**config.mk**
```make
export PLATFORM = sky130hd
export DESIGN_NAME = next_fit_address_pool_allocator_top_flat
export DESIGN_NICKNAME = d
export VERILOG_FILES = /design/src/design/nfa_pkg.sv /design/src/design/nfa_req_if.sv /design/src/design/nfa_rsp_if.sv /design/src/design/next_fit_address_pool_allocator_top.sv /design/src/design/nfa_controller.sv /design/src/design/nfa_datapath.sv /design/src/flat_wrapper.sv
export SDC_FILE = /design/constraint.sdc
export NUM_CORES = 2
export LEC_CHECK = 0
export BUFFER_PORTS_ARGS = -buffer_cell sky130_fd_sc_hd__buf_4
export CORE_ASPECT_RATIO = 0.6
export CORE_MARGIN = 10
export CORE_UTILIZATION = 35
export DETAILED_ROUTE_END_ITERATION = 8
export PLACE_DENSITY = 0.6
export SLEW_MARGIN = 20
export SYNTH_ARGS = -nofsm -noshare
export SYNTH_HDL_FRONTEND = slang
export SYNTH_SLANG_ARGS = --single-unit
```
**constraint.sdc**
```tcl
create_clock -name clk_i -period 21.5 [get_ports clk_i]
set_input_delay 1.075 -clock clk_i [delete_from_list [all_inputs] [get_ports clk_i]]
set_output_delay 1.075 -clock clk_i [all_outputs]
set_load 0.05 [all_outputs]
```
**src/design/nfa_pkg.sv**
```systemverilog
// Shared constants, codes and controller/datapath types for the address pool allocator.
`timescale 1ns / 1ps
`default_nettype none
package nfa_pkg;

  // Pool geometry
  localparam int POOL_CAPACITY = 256;
  localparam int SLOT_W        = (POOL_CAPACITY > 1) ? $clog2(POOL_CAPACITY) : 1;
  localparam int LEN_W         = $clog2(POOL_CAPACITY + 1);
  localparam int LEN_REG_W     = 9;
  localparam int CNT_W         = (LEN_W > LEN_REG_W) ? LEN_W : LEN_REG_W;
  localparam int ADDR_W        = 16;
  localparam int CFG_IDX_W     = 2;
  localparam int CFG_DATA_W    = 16;

  // Operation codes of a request transaction
  typedef enum logic [1:0] {
    OP_ALLOC   = 2'd0,
    OP_RELEASE = 2'd1,
    OP_PRESENT = 2'd2,
    OP_ABSENT  = 2'd3
  } op_e;

  // Configuration register indexes
  typedef enum logic [CFG_IDX_W-1:0] {
    REG_POOL_START  = 2'd0,
    REG_POOL_LENGTH = 2'd1,
    REG_OWN_ADDRESS = 2'd2
  } cfg_reg_e;

  // Controller states
  typedef enum logic [2:0] {
    ST_IDLE,
    ST_LOOKUP,
    ST_CHECK,
    ST_MODIFY,
    ST_FINISH
  } state_e;

  // Commands from controller to datapath
  typedef struct packed {
    logic capture;   // latch request and scan start position
    logic rd_slot;   // read entry of the addressed slot
    logic rd_pos;    // read entry at current scan position
    logic rd_next;   // step scan position and read there
    logic grant;     // claim current scan slot
    logic modify;    // write back release/mark update
    logic fail;      // result: address 0, success 0
    logic load_out;  // move result into output register
  } cmd_t;

  // Status from datapath to controller
  typedef struct packed {
    logic is_alloc;
    logic pool_empty;
    logic slot_hit;
    logic slot_free;
    logic scan_done;
    logic out_free;
  } sts_t;

endpackage
`default_nettype wire

```
**src/design/nfa_req_if.sv**
```systemverilog
// Request channel: operation and bus address with valid/ready handshake.
`timescale 1ns / 1ps
`default_nettype none
interface nfa_req_if;
  logic                       valid;
  logic                       ready;
  logic [1:0]                 operation;
  logic [nfa_pkg::ADDR_W-1:0] bus_address;

  modport source (output valid, output operation, output bus_address, input ready);
  modport sink   (input valid, input operation, input bus_address, output ready);
endinterface
`default_nettype wire

```
**src/design/nfa_rsp_if.sv**
```systemverilog
// Response channel: granted address and success flag with valid/ready handshake.
`timescale 1ns / 1ps
`default_nettype none
interface nfa_rsp_if;
  logic                       valid;
  logic                       ready;
  logic [nfa_pkg::ADDR_W-1:0] granted_address;
  logic                       success;

  modport source (output valid, output granted_address, output success, input ready);
  modport sink   (input valid, input granted_address, input success, output ready);
endinterface
`default_nettype wire

```
**src/design/next_fit_address_pool_allocator_top.sv**
```systemverilog
// Top level of the next-fit bus address pool allocator: controller plus datapath.
// Allocate scans the pool next-fit from the slot after the last grant, one slot per cycle
// through the slot memory read port, over at most the pool length; release and marks
// update the slot only for an address in the pool. Allocate on an empty pool fails without a scan.
// One transaction in flight; the next can be accepted in the cycle after its result is loaded into
// the output register. Reset clears config, valid bits and state; pool writes clear all slots.
`timescale 1ns / 1ps
`default_nettype none
module next_fit_address_pool_allocator_top (
  input  wire logic                           clk_i,
  input  wire logic                           rst_ni,
  input  wire logic                           cfg_we_i,
  input  wire logic [nfa_pkg::CFG_IDX_W-1:0]  cfg_idx_i,
  input  wire logic [nfa_pkg::CFG_DATA_W-1:0] cfg_data_i,
  nfa_req_if.sink                             req,
  nfa_rsp_if.source                           rsp
);

  nfa_pkg::cmd_t cmd;
  nfa_pkg::sts_t sts;

  nfa_controller u_ctrl (
    .clk_i      (clk_i),
    .rst_ni     (rst_ni),
    .in_valid_i (req.valid),
    .in_ready_o (req.ready),
    .sts_i      (sts),
    .cmd_o      (cmd)
  );

  nfa_datapath u_dp (
    .clk_i                 (clk_i),
    .rst_ni                (rst_ni),
    .cfg_we_i              (cfg_we_i),
    .cfg_idx_i             (cfg_idx_i),
    .cfg_data_i            (cfg_data_i),
    .in_operation_i        (req.operation),
    .in_bus_address_i      (req.bus_address),
    .cmd_i                 (cmd),
    .sts_o                 (sts),
    .out_valid_o           (rsp.valid),
    .out_ready_i           (rsp.ready),
    .out_granted_address_o (rsp.granted_address),
    .out_success_o         (rsp.success)
  );

endmodule
`default_nettype wire

```
**src/design/nfa_controller.sv**
```systemverilog
// Controller state machine sequencing lookup, pool scan, update and response.
`timescale 1ns / 1ps
`default_nettype none
module nfa_controller (
  input  wire logic          clk_i,
  input  wire logic          rst_ni,
  input  wire logic          in_valid_i,
  output logic               in_ready_o,
  input  wire nfa_pkg::sts_t sts_i,
  output nfa_pkg::cmd_t      cmd_o
);

  nfa_pkg::state_e state_q, state_d;

  always_ff @(posedge clk_i or negedge rst_ni) begin
    if (!rst_ni) begin
      state_q <= nfa_pkg::ST_IDLE;
    end else begin
      state_q <= state_d;
    end
  end

  // Next state
  always_comb begin
    state_d = state_q;
    case (state_q)
      nfa_pkg::ST_IDLE: begin
        if (in_valid_i) state_d = nfa_pkg::ST_LOOKUP;
      end
      nfa_pkg::ST_LOOKUP: begin
        if (sts_i.is_alloc) begin
          state_d = sts_i.pool_empty ? nfa_pkg::ST_FINISH : nfa_pkg::ST_CHECK;
        end else begin
          state_d = sts_i.slot_hit ? nfa_pkg::ST_MODIFY : nfa_pkg::ST_FINISH;
        end
      end
      nfa_pkg::ST_CHECK: begin
        if (sts_i.slot_free || sts_i.scan_done) state_d = nfa_pkg::ST_FINISH;
      end
      nfa_pkg::ST_MODIFY: begin
        state_d = nfa_pkg::ST_FINISH;
      end
      nfa_pkg::ST_FINISH: begin
        if (sts_i.out_free) state_d = nfa_pkg::ST_IDLE;
      end
      default: state_d = nfa_pkg::ST_IDLE;
    endcase
  end

  // Outputs
  always_comb begin
    cmd_o      = '0;
    in_ready_o = 1'b0;
    case (state_q)
      nfa_pkg::ST_IDLE: begin
        in_ready_o    = 1'b1;
        cmd_o.capture = in_valid_i;
      end
      nfa_pkg::ST_LOOKUP: begin
        if (sts_i.is_alloc) begin
          cmd_o.rd_pos = !sts_i.pool_empty;
          cmd_o.fail   = sts_i.pool_empty;
        end else begin
          cmd_o.rd_slot = sts_i.slot_hit;
          cmd_o.fail    = !sts_i.slot_hit;
        end
      end
      nfa_pkg::ST_CHECK: begin
        if (sts_i.slot_free) begin
          cmd_o.grant = 1'b1;
        end else if (sts_i.scan_done) begin
          cmd_o.fail = 1'b1;
        end else begin
          cmd_o.rd_next = 1'b1;
        end
      end
      nfa_pkg::ST_MODIFY: begin
        cmd_o.modify = 1'b1;
      end
      nfa_pkg::ST_FINISH: begin
        cmd_o.load_out = sts_i.out_free;
      end
      default: cmd_o = '0;
    endcase
  end

endmodule
`default_nettype wire

```
**src/design/nfa_datapath.sv**
```systemverilog
// Datapath: configuration, slot memory with valid bits, scan position and result registers.
`timescale 1ns / 1ps
`default_nettype none
module nfa_datapath (
  input  wire logic                           clk_i,
  input  wire logic                           rst_ni,
  input  wire logic                           cfg_we_i,
  input  wire logic [nfa_pkg::CFG_IDX_W-1:0]  cfg_idx_i,
  input  wire logic [nfa_pkg::CFG_DATA_W-1:0] cfg_data_i,
  input  wire logic [1:0]                     in_operation_i,
  input  wire logic [nfa_pkg::ADDR_W-1:0]     in_bus_address_i,
  input  wire nfa_pkg::cmd_t                  cmd_i,
  output nfa_pkg::sts_t                       sts_o,
  output logic                                out_valid_o,
  input  wire logic                           out_ready_i,
  output logic [nfa_pkg::ADDR_W-1:0]          out_granted_address_o,
  output logic                                out_success_o
);

  localparam int CAP    = nfa_pkg::POOL_CAPACITY;
  localparam int SW     = nfa_pkg::SLOT_W;
  localparam int CW     = nfa_pkg::CNT_W;
  localparam int AW     = nfa_pkg::ADDR_W;
  localparam int LRW    = nfa_pkg::LEN_REG_W;

  // Configuration registers
  logic [AW-1:0]  start_q, own_q;
  logic [LRW-1:0] len_q;
  logic           restart;
  logic [LRW-1:0] len_new;

  // Slot store: bit 0 in use, bit 1 present elsewhere
  logic [1:0]     mem [CAP];
  logic [CAP-1:0] vld_q;
  logic [1:0]     rd_q;
  logic           rd_vld_q;
  logic [1:0]     entry;
  logic           mem_re, mem_we;
  logic [SW-1:0]  mem_ra, mem_wa;
  logic [1:0]     mem_wd;

  // Item and scan state
  logic [1:0]    op_q;
  logic [AW-1:0] addr_q;
  logic [SW-1:0] last_q, last_d, pos_q, pos_next, pos_start;
  logic [CW-1:0] cnt_q, n_eff, n_new;
  logic [AW-1:0] diff, scan_addr;
  logic [SW-1:0] slot;

  // Result and output registers
  logic [AW-1:0] res_addr_q, out_addr_q;
  logic          res_ok_q, out_ok_q, out_valid_q;

  function automatic logic [CW-1:0] eff_len(input logic [LRW-1:0] len);
    logic [CW-1:0] l;
    l = CW'(len);
    return (l > CW'(CAP)) ? CW'(CAP) : l;
  endfunction

  assign n_eff = eff_len(len_q);

  // Configuration writes; pool start or length restarts the pool
  assign restart = cfg_we_i && (cfg_idx_i == nfa_pkg::REG_POOL_START ||
                                cfg_idx_i == nfa_pkg::REG_POOL_LENGTH);
  assign len_new = (cfg_idx_i == nfa_pkg::REG_POOL_LENGTH) ? cfg_data_i[LRW-1:0] : len_q;
  assign n_new   = eff_len(len_new);

  always_ff @(posedge clk_i or negedge rst_ni) begin
    if (!rst_ni) begin
      start_q <= '0;
      len_q   <= '0;
      own_q   <= '0;
    end else if (cfg_we_i) begin
      case (cfg_idx_i)
        nfa_pkg::REG_POOL_START:  start_q <= cfg_data_i[AW-1:0];
        nfa_pkg::REG_POOL_LENGTH: len_q   <= cfg_data_i[LRW-1:0];
        nfa_pkg::REG_OWN_ADDRESS: own_q   <= cfg_data_i[AW-1:0];
        default: ;
      endcase
    end
  end

  // Address to slot translation for release and marks
  assign diff = addr_q - start_q;
  assign slot = diff[SW-1:0];

  // Scan position stepping, wrapping at the pool length
  assign pos_next  = ((CW'(pos_q) + CW'(1)) == n_eff) ? '0 : pos_q + SW'(1);
  assign pos_start = ((CW'(last_q) + CW'(1)) == n_eff) ? '0 : last_q + SW'(1);
  assign scan_addr = start_q + AW'(pos_q);
  assign entry     = rd_vld_q ? rd_q : 2'b00;

  // Memory port selection
  always_comb begin
    mem_re = cmd_i.rd_slot || cmd_i.rd_pos || cmd_i.rd_next;
    mem_ra = pos_q;
    if (cmd_i.rd_slot)      mem_ra = slot;
    else if (cmd_i.rd_next) mem_ra = pos_next;
    mem_we = cmd_i.grant || cmd_i.modify;
    mem_wa = cmd_i.grant ? pos_q : slot;
    mem_wd = 2'b00;
    if (cmd_i.grant) begin
      mem_wd = {entry[1], 1'b1};
    end else begin
      case (nfa_pkg::op_e'(op_q))
        nfa_pkg::OP_RELEASE: mem_wd = {entry[1], 1'b0};
        nfa_pkg::OP_PRESENT: mem_wd = {1'b1, entry[0]};
        nfa_pkg::OP_ABSENT:  mem_wd = {1'b0, entry[0]};
        default:             mem_wd = entry;
      endcase
    end
  end

  always_ff @(posedge clk_i) begin
    if (mem_we) mem[mem_wa] <= mem_wd;
    if (mem_re) rd_q <= mem[mem_ra];
  end

  // Per-entry valid bits, cleared at reset and on pool restart
  always_ff @(posedge clk_i or negedge rst_ni) begin
    if (!rst_ni) begin
      vld_q    <= '0;
      rd_vld_q <= 1'b0;
    end else begin
      if (restart) begin
        vld_q <= '0;
      end else if (mem_we) begin
        vld_q[mem_wa] <= 1'b1;
      end
      if (mem_re) rd_vld_q <= vld_q[mem_ra];
    end
  end

  // Last granted position
  always_comb begin
    last_d = last_q;
    if (restart) begin
      last_d = (n_new == '0) ? '0 : SW'(n_new - CW'(1));
    end else if (cmd_i.grant) begin
      last_d = pos_q;
    end
  end

  always_ff @(posedge clk_i or negedge rst_ni) begin
    if (!rst_ni) begin
      last_q <= '0;
    end else begin
      last_q <= last_d;
    end
  end

  // Request capture and scan counters
  always_ff @(posedge clk_i) begin
    if (cmd_i.capture) begin
      op_q   <= in_operation_i;
      addr_q <= in_bus_address_i;
      pos_q  <= pos_start;
      cnt_q  <= CW'(1);
    end else if (cmd_i.rd_next) begin
      pos_q <= pos_next;
      cnt_q <= cnt_q + CW'(1);
    end
  end

  // Result registers
  always_ff @(posedge clk_i) begin
    if (cmd_i.grant) begin
      res_addr_q <= scan_addr;
      res_ok_q   <= 1'b1;
    end else if (cmd_i.modify) begin
      res_addr_q <= '0;
      res_ok_q   <= 1'b1;
    end else if (cmd_i.fail) begin
      res_addr_q <= '0;
      res_ok_q   <= 1'b0;
    end
  end

  // Output register
  always_ff @(posedge clk_i or negedge rst_ni) begin
    if (!rst_ni) begin
      out_valid_q <= 1'b0;
    end else if (cmd_i.load_out) begin
      out_valid_q <= 1'b1;
    end else if (out_ready_i) begin
      out_valid_q <= 1'b0;
    end
  end

  always_ff @(posedge clk_i) begin
    if (cmd_i.load_out) begin
      out_addr_q <= res_addr_q;
      out_ok_q   <= res_ok_q;
    end
  end

  assign out_valid_o           = out_valid_q;
  assign out_granted_address_o = out_addr_q;
  assign out_success_o         = out_ok_q;

  // Status to controller
  always_comb begin
    sts_o.is_alloc   = (nfa_pkg::op_e'(op_q) == nfa_pkg::OP_ALLOC);
    sts_o.pool_empty = (n_eff == '0);
    sts_o.slot_hit   = (addr_q >= start_q) && (diff < AW'(n_eff));
    sts_o.slot_free  = !entry[0] && !entry[1] && (scan_addr != own_q);
    sts_o.scan_done  = (cnt_q == n_eff);
    sts_o.out_free   = !out_valid_q || out_ready_i;
  end

endmodule
`default_nettype wire

```
**src/flat_wrapper.sv**
```systemverilog
// flat-port wrapper written by rule: the top's interface ports become plain ports
module next_fit_address_pool_allocator_top_flat 
  (clk_i, rst_ni, cfg_we_i, cfg_idx_i, cfg_data_i, req_valid, req_operation, req_bus_address, req_ready, rsp_valid, rsp_granted_address, rsp_success, rsp_ready);
  nfa_req_if req_i ();
  nfa_rsp_if rsp_i ();
  input  wire logic clk_i;
  input  wire logic rst_ni;
  input  wire logic cfg_we_i;
  input  wire logic [nfa_pkg::CFG_IDX_W-1:0] cfg_idx_i;
  input  wire logic [nfa_pkg::CFG_DATA_W-1:0] cfg_data_i;
  input wire logic [$bits(req_i.valid)-1:0] req_valid;
  input wire logic [$bits(req_i.operation)-1:0] req_operation;
  input wire logic [$bits(req_i.bus_address)-1:0] req_bus_address;
  output wire logic [$bits(req_i.ready)-1:0] req_ready;
  output wire logic [$bits(rsp_i.valid)-1:0] rsp_valid;
  output wire logic [$bits(rsp_i.granted_address)-1:0] rsp_granted_address;
  output wire logic [$bits(rsp_i.success)-1:0] rsp_success;
  input wire logic [$bits(rsp_i.ready)-1:0] rsp_ready;
  assign req_i.valid = req_valid;
  assign req_i.operation = req_operation;
  assign req_i.bus_address = req_bus_address;
  assign req_ready = req_i.ready;
  assign rsp_valid = rsp_i.valid;
  assign rsp_granted_address = rsp_i.granted_address;
  assign rsp_success = rsp_i.success;
  assign rsp_i.ready = rsp_ready;
  next_fit_address_pool_allocator_top u_core (.clk_i(clk_i), .rst_ni(rst_ni), .cfg_we_i(cfg_we_i), .cfg_idx_i(cfg_idx_i), .cfg_data_i(cfg_data_i), .req(req_i), .rsp(rsp_i));
endmodule
```
* Word-level counts from Yosys, hierarchy flattened *
Memories as Yosys holds them, arrays and structs flattened. A register that Yosys moved wholly into a read port is not among the register bits.
Cells that the tools add are included.

storage, ports and cells
  logic and storage cells = 128
  RAM bits = 512
  bits in registers = 379
  output and inout bits = 19
  bits of input ports = 41
  memories = 1

cells by class
  multiplexer cells = 50
  equal/unequal tests = 16
  reductions and logical operators = 29
  magnitude comparators = 7
  bitwise gates (word level) = 1
  $add $sub $neg = 8

memory list
  memory           depth  width  rd ports  clocked after memory_dff  wr ports  RTL line            RTL
  u_core.u_dp.mem  256    2      1         1                         1         nfa_datapath.sv:33  logic [1:0] mem [CAP];

operators with widths
  cell                   number
  $mux W256              2
  $or A256 B256 Y256     1
  $mux W8                9
  $mux W16               3
  $eq A9 B9 Y1           3
  $mux W9                3
  $add A8 B1 Y9 const B  2
  $gt A9 B9 Y1 const B   2
  $logic_not A9 Y1       2
  $lt A8 B9 Y1 const B   2
  $mux W1                18
  $mux W3                6
  $add A16 B8 Y16        1
  $add A8 B1 Y8 const B  2
  $ge A16 B16 Y1         1
  $lt A16 B9 Y1          1
  $ne A16 B16 Y1         1
  $sub A16 B16 Y16       1
  $pmux W3 S5            1
  $add A9 B1 Y9 const B  1
  $bmux W1 S8            1
  $demux W1 S8           1
  $ge A8 B1 Y1 const B   1
  $mux W2                4
  19 further kinds       42

* Logic depth before layout (Yosys ltp) *
  word-level depth = 14
  depth in mapped cells = 29
  mapped depth without buffers = 24

* By module *
Synthesis repeated with hierarchy kept, for this count alone.

second synthesis, totals
  cell total of the unflattened synthesis = 3870
  area, all modules = 40388.7 µm²

by module, submodules not included
  module          sequential area each (µm²)  area each (µm²)  instances  cells an instance
  nfa_datapath    25009.0                     40113.5          1          3835
  nfa_controller  75.1                        275.3            1          35

* Worst setup path after synthesis *
No wires, ideal clock.

  path type = register to register
  start = register u_core.u_dp.pos_q[0]
  end = memory u_core.u_dp.mem[0][1], data pin
  setup time = 1.579 ns
  cell stages (with the launch flop) = 13
  data arrival time = 9.432 ns
  data required time = 19.921 ns
  setup slack = 10.489 ns
  path buffers = 1
  period minus slack after synthesis = 11.011 ns
  path through = dfxtp_1 > ha_1 > inv_1 > fa_1 > nand2b_1 > a211o_1 > a211oi_1 > nand2_1 > mux2i_1 > o2111a_1 > a21boi_1 > buf_2 > a21oi_1

between the ends
  longest elaborated chain between the ends = 6

RTL lines
  what                             RTL line              RTL
  from (decl)                      nfa_datapath.sv:45    logic [SW-1:0] last_q, last_d, pos_q, pos_next, pos_start;
  from (signal assigned)           nfa_datapath.sv:157   pos_q <= pos_start;
  from (signal assigned)           nfa_datapath.sv:160   pos_q <= pos_next;
  $add A16 B8 Y16                  nfa_datapath.sv:90    assign scan_addr = start_q + AW'(pos_q);
  $ne A16 B16 Y1                   nfa_datapath.sv:206   sts_o.slot_free = !entry[0] && !entry[1] && (scan_addr != own_q);
  $logic_and A1 B1 Y1              nfa_datapath.sv:206
  $mux W1                          nfa_controller.sv:69  if (sts_i.slot_free) begin
  $mux W2                          nfa_controller.sv:54  case (state_q)
  $mux W2                          nfa_datapath.sv:102   if (cmd_i.grant) begin
  named net u_core.u_dp.mem_wd[1]  nfa_datapath.sv:40    logic [1:0] mem_wd;
  to (decl)                        nfa_datapath.sv:33

The timed path passes the listed nets, and every way through them passes these cells.

* Final worst setup path *
  start = register u_core.u_dp.start_q[3]
  end = register u_core.u_dp.rd_q[0], read port of u_core.u_dp.mem, data pin

between the ends
  longest elaborated chain between the ends = 7
  elaborated cells between the ends (all ways) = 15
  classes of those cells = add/sub: 2; order compare: 2; eq/ne: 1; mux: 6; reduce/logical: 4

RTL lines
  what                                                        RTL line                                    RTL
  from (decl)                                                 nfa_datapath.sv:27                          logic [AW-1:0] start_q, own_q;
  from (signal assigned)                                      nfa_datapath.sv:75                          nfa_pkg::REG_POOL_START: start_q <= cfg_data_i[AW-1:0];
  $sub A16 B16 Y16 / $add A16 B8 Y16 (equally long branches)  nfa_datapath.sv:84, nfa_datapath.sv:90
  $lt A16 B9 Y1 / $ne A16 B16 Y1 (equally long branches)      nfa_datapath.sv:205, nfa_datapath.sv:206
  $logic_and A1 B1 Y1, on equally long branches               nfa_datapath.sv:205, nfa_datapath.sv:206
  $mux W1, on equally long branches                           nfa_controller.sv:60, nfa_controller.sv:69
  $mux W2                                                     nfa_controller.sv:54
  $logic_or A1 B1 Y1 / $mux W8 (equally long branches)        nfa_datapath.sv:95, nfa_datapath.sv:98
  $logic_or A1 B1 Y1 / $mux W8 (equally long branches)        nfa_datapath.sv:95, nfa_datapath.sv:97
  to (decl)                                                   nfa_datapath.sv:35                          logic [1:0] rd_q;

Parallel ways exist; a longest one is shown, timed or not.
A chain may end at the register's enable or synchronous reset.

==> run summary <==
* **outcome** complete, no violations
* **Filler Cells Inserted** 11070
* **# port buffers** 59
* **Post-synth EDFFs** 565
* **first-pass GRT wire length** 185900 µm
* **I/O Pins** 60
* **initial antenna violation count** 1
* **worst vdd rail ir drop** 0.1137 mV
* **# Post-CTS Setup Buffers** 0
* **Worst Setup Start Kind** register
* **Total Negative Setup Slacks** 0 ns
* **antenna-violating nets left** 0
* **smallest hold slack** 0.4199 ns
* **post-CTS clock slew at the launch and capture registers of the worst setup and hold paths** 0.07 ns
* **area enclosed by the die boundary** 129500 µm²
* **met2 routing resource usage after global routing** 23.94%
* **slew at the pin closest to its max-slew limit** 1.187 ns
* **met1 layer usage reported by global route** 29.73%
* **Slew HR** 20.30%
* **horizontal extent of the die** 458.0 µm
* **Gate Count Post-Synth** 3918
* **number of hold-slack violations in the final timing report** 0
* **cell area after synthesis** 40290 µm²
* **unrepaired setup endpoints after global routing** no
* **final net count** 3942
* **clock tree from TritonCTS** built
* **aggregate global routing overflow** 0
* **area taken by multi-input logic gates** 14120 µm²
* **cells taking the most area after synthesis** edfxtp_1, dfrtp_1, nor2_1
* **sequential cell area** 25080 µm²
* **final wirelength** 124100 µm
* **count of final max-slew check failures** 0
* **most utilized layer in the global route result** met1
* **power per cell area** 130.3 nW/µm²
* **Critical Path End Type** register
* **fraction of met3 tracks used by global routing** 5.152%
* **total number of vias** 30300
* **leakage power** 17.03 nW
* **Vias/cell** 5.558
* **share of the core filled with cells in the final layout** 39.31%
* **Iteration-0 DRC Markers** 4005
* **portion of the post-synthesis area used by sequential elements** 62.26%
* **average footprint of a synthesized cell** 10.28 µm²
* **unique cell type count in the Yosys netlist** 80
* **fraction of final layout cells sized beyond drive strength 1** 7.784%
* **Tot GR Track Use** 18.61%
* **Post-DP HPWL** 75540 µm
* **final standard cell area without fillers** 44910 µm²
* **Pre-antenna DRT Iters** 5
* **dpl cells** 5299
* **worst path arrival time** 8.89 ns
* **number of buffers added by the clock tree synthesis step** 81
* **Tmin final** 8.356 ns
* **number of DRC violations after detailed routing** 0
* **number of non-filler instances in the completed layout** 5452
* **Yosys warning total** 0
* **cell type contributing the most total cell area after synthesis** edfxtp_1
* **via count of the first global-routing pass** 28140
* **Worst path max stage delay** 0.90 ns
* **synth-to-layout area growth** 11.47%
* **upper clock frequency limit** 119.7 MHz
* **clock tree skew after final layout** 0.03206 ns
* **Synth Register Bits** 893
* **count of hold-fix buffers inserted at cts** 0
* **RePlAce Congestion** 0.9477
* **Clk Tree Root Cell** clkbuf_16
* **most used flip-flop cell after synthesis** edfxtp_1
* **number of gates resized after CTS** 0
* **Final Setup Violations** 0
* **Max H-tree Level** 3
* **data required time at the worst endpoint** 22.04 ns
* **fraction of synthesized cell area taken by the top area cell type** 42.11%
* **CP max FO** 164
* **Num Clock Sinks** 893
* **final cycle utilization of the critical path** 38.86%
* **Mapped Nets** 3997
* **Die Span Y** 282.8 µm
* **Placeable Area** 114200 µm²
* **starting density of the core** 35.27%
* **Hold Path Class** primary input to async pin
* **placed instance area** 42120 µm²
* **total of max-cap violations** 0
* **maximum number of pins on one net before global-route repair** 201
* **worst skew pair latency** 0.68 ns
* **maximum clock path buffer count** 3
* **num rows** 96
* **average wire length per cell after detail routing** 22.76 µm
* **Async S/R FF share, synth** 34.71%
* **Critical Path Slowest Stage Cell** buf_4
* **type of the setup path with the least slack** register to register
## cell type report
cell class / count / share of cell area (%)
well taps: 1519 / 4.232
multi-input cells: 2741 / 31.45
clock buffers: 112 / 5.207
repair buffers: 106 / 1.928
inverters: 40 / 0.3343
clock inverters: 39 / 0.9835
diodes: 2 / 0.01114
flip-flops and latches: 893 / 55.86
## through the flow
stage	power [W]	setup WS [ns]
finish	0.005853	13.14
global route	0.006103	12.55
CTS	0.005814	13.28
detailed placement	0.004277	13.34
global placement	0.004264	13.54
floorplan	0.003544	10.49
## worst paths after layout
| path | start | end | slack [ns] | cells after the start |
|---|---|---|---|---|
| worst max-delay path | u_core.u_dp.start_q[3] | u_core.u_dp.rd_q[0] | 13.14 | 25 |
| worst min-delay path | rst_ni | u_core.u_dp.vld_q[218] | 0.42 | 1 |
| worst max register to register | u_core.u_dp.start_q[3] | u_core.u_dp.rd_q[0] | 13.14 | 25 |
| worst min register to register | u_core.u_dp.res_addr_q[12] | u_core.u_dp.out_granted_address_o[12] | 0.42 | 0 |
| max in group asynchronous | rst_ni | u_core.u_dp.vld_q[19] | 18.81 | 3 |
| min in group clk_i | u_core.u_dp.res_addr_q[12] | u_core.u_dp.out_granted_address_o[12] | 0.42 | 0 |
## registers in the layout, indices dropped and copies added, names as in the netlist
| name | flops |
|---|---|
| u_core.u_dp.vld_q | 256 |
| u_core.u_dp.rd_q | 2 |
| u_core.u_dp.last_q | 8 |
| u_core.u_dp.own_q | 16 |
| u_core.u_dp.res_ok_q | 1 |
| u_core.u_dp.pos_q | 8 |
| u_core.u_dp.addr_q | 16 |
| u_core.u_dp.mem | 512 |
| u_core.u_dp.out_success_o | 1 |
| u_core.u_ctrl.state_q | 3 |
| u_core.u_dp.out_valid_o | 1 |
| u_core.u_dp.res_addr_q | 16 |
| u_core.u_dp.start_q | 16 |
| u_core.u_dp.cnt_q | 9 |
| u_core.u_dp.rd_vld_q | 1 |
| u_core.u_dp.out_granted_address_o | 16 |
| u_core.u_dp.len_q | 9 |
| u_core.u_dp.op_q | 2 |
## Yosys cell counts (all sizes together) (39+ instances only)
cell and instances:
o21ai 73, mux2i 66, inv 39, xnor2 51, nand3 209, a32oi 45, edfxtp 565, buf 84
a31oi 68, clkbuf 160, nand2 794, and3 87, a21oi 52, dfrtp 310, nor2 870, a311oi 58
## where the power goes
part / internal [W] / total (W) / switching, W
registers: 0.00202 / 0.00210 / 0.0000778
clock network: 0.000873 / 0.00155 / 0.000676
logic: 0.000592 / 0.00221 / 0.00162
total: 0.00348 / 0.00585 / 0.00237
## layout by cell type, fill, tap and decap left out, types with 18 or more instances in the layout
| master | count |
|---|---|
| edfxtp_1 | 565 |
| buf_4 | 100 |
| mux2_2 | 27 |
| nor2_1 | 860 |
| clkbuf_16 | 85 |
| ha_1 | 36 |
| inv_1 | 39 |
| xnor2_1 | 51 |
| dfxtp_1 | 18 |
| o21ai_0 | 70 |
| mux2i_1 | 66 |
| a21oi_1 | 50 |
| nand2b_1 | 28 |
| a32oi_1 | 45 |
| a22oi_1 | 28 |
| nand2_1 | 780 |
| a31oi_1 | 68 |
| xor2_1 | 30 |
| dfrtp_1 | 310 |
| nor3_1 | 23 |
| nand4_1 | 26 |
| a311oi_1 | 58 |
| nand3_1 | 208 |
| and3_1 | 87 |
## critical path: cells and delay by family (launching register included)
family	cells	cell delay [ns]
adders and majority gates	2	0.69
DFF	1	0.37
AOI/OAI and AO/OA	11	2.68
xor gates and xnor gates	1	0.28
and+or+nand+nor	7	1.74
buffers and inverters	4	2.23
## logic make-up after synthesis
| kind of cell | after synthesis | share of synthesized area [%] |
|---|---|---|
| compound gates | 440 | 7.768 |
| flops | 893 | 62.26 |
| mux | 93 | 2.395 |
| xor+xnor | 83 | 1.873 |
| simple gates | 2087 | 21.51 |
| fa+ha+maj | 38 | 1.217 |
| buf+inv | 284 | 2.969 |
## per-layer routing
layer / share of wire, % / vias up / wire (µm)
met1: 48 / 15060 / 60020
li1: - / 13530 / -
met3: 12 / 184 / 14690
met5: 0 / - / 0
met2: 38 / 1525 / 46680
met4: 2.2 / 0 / 2682
Note: power is estimated with default switching activity, not from simulation.
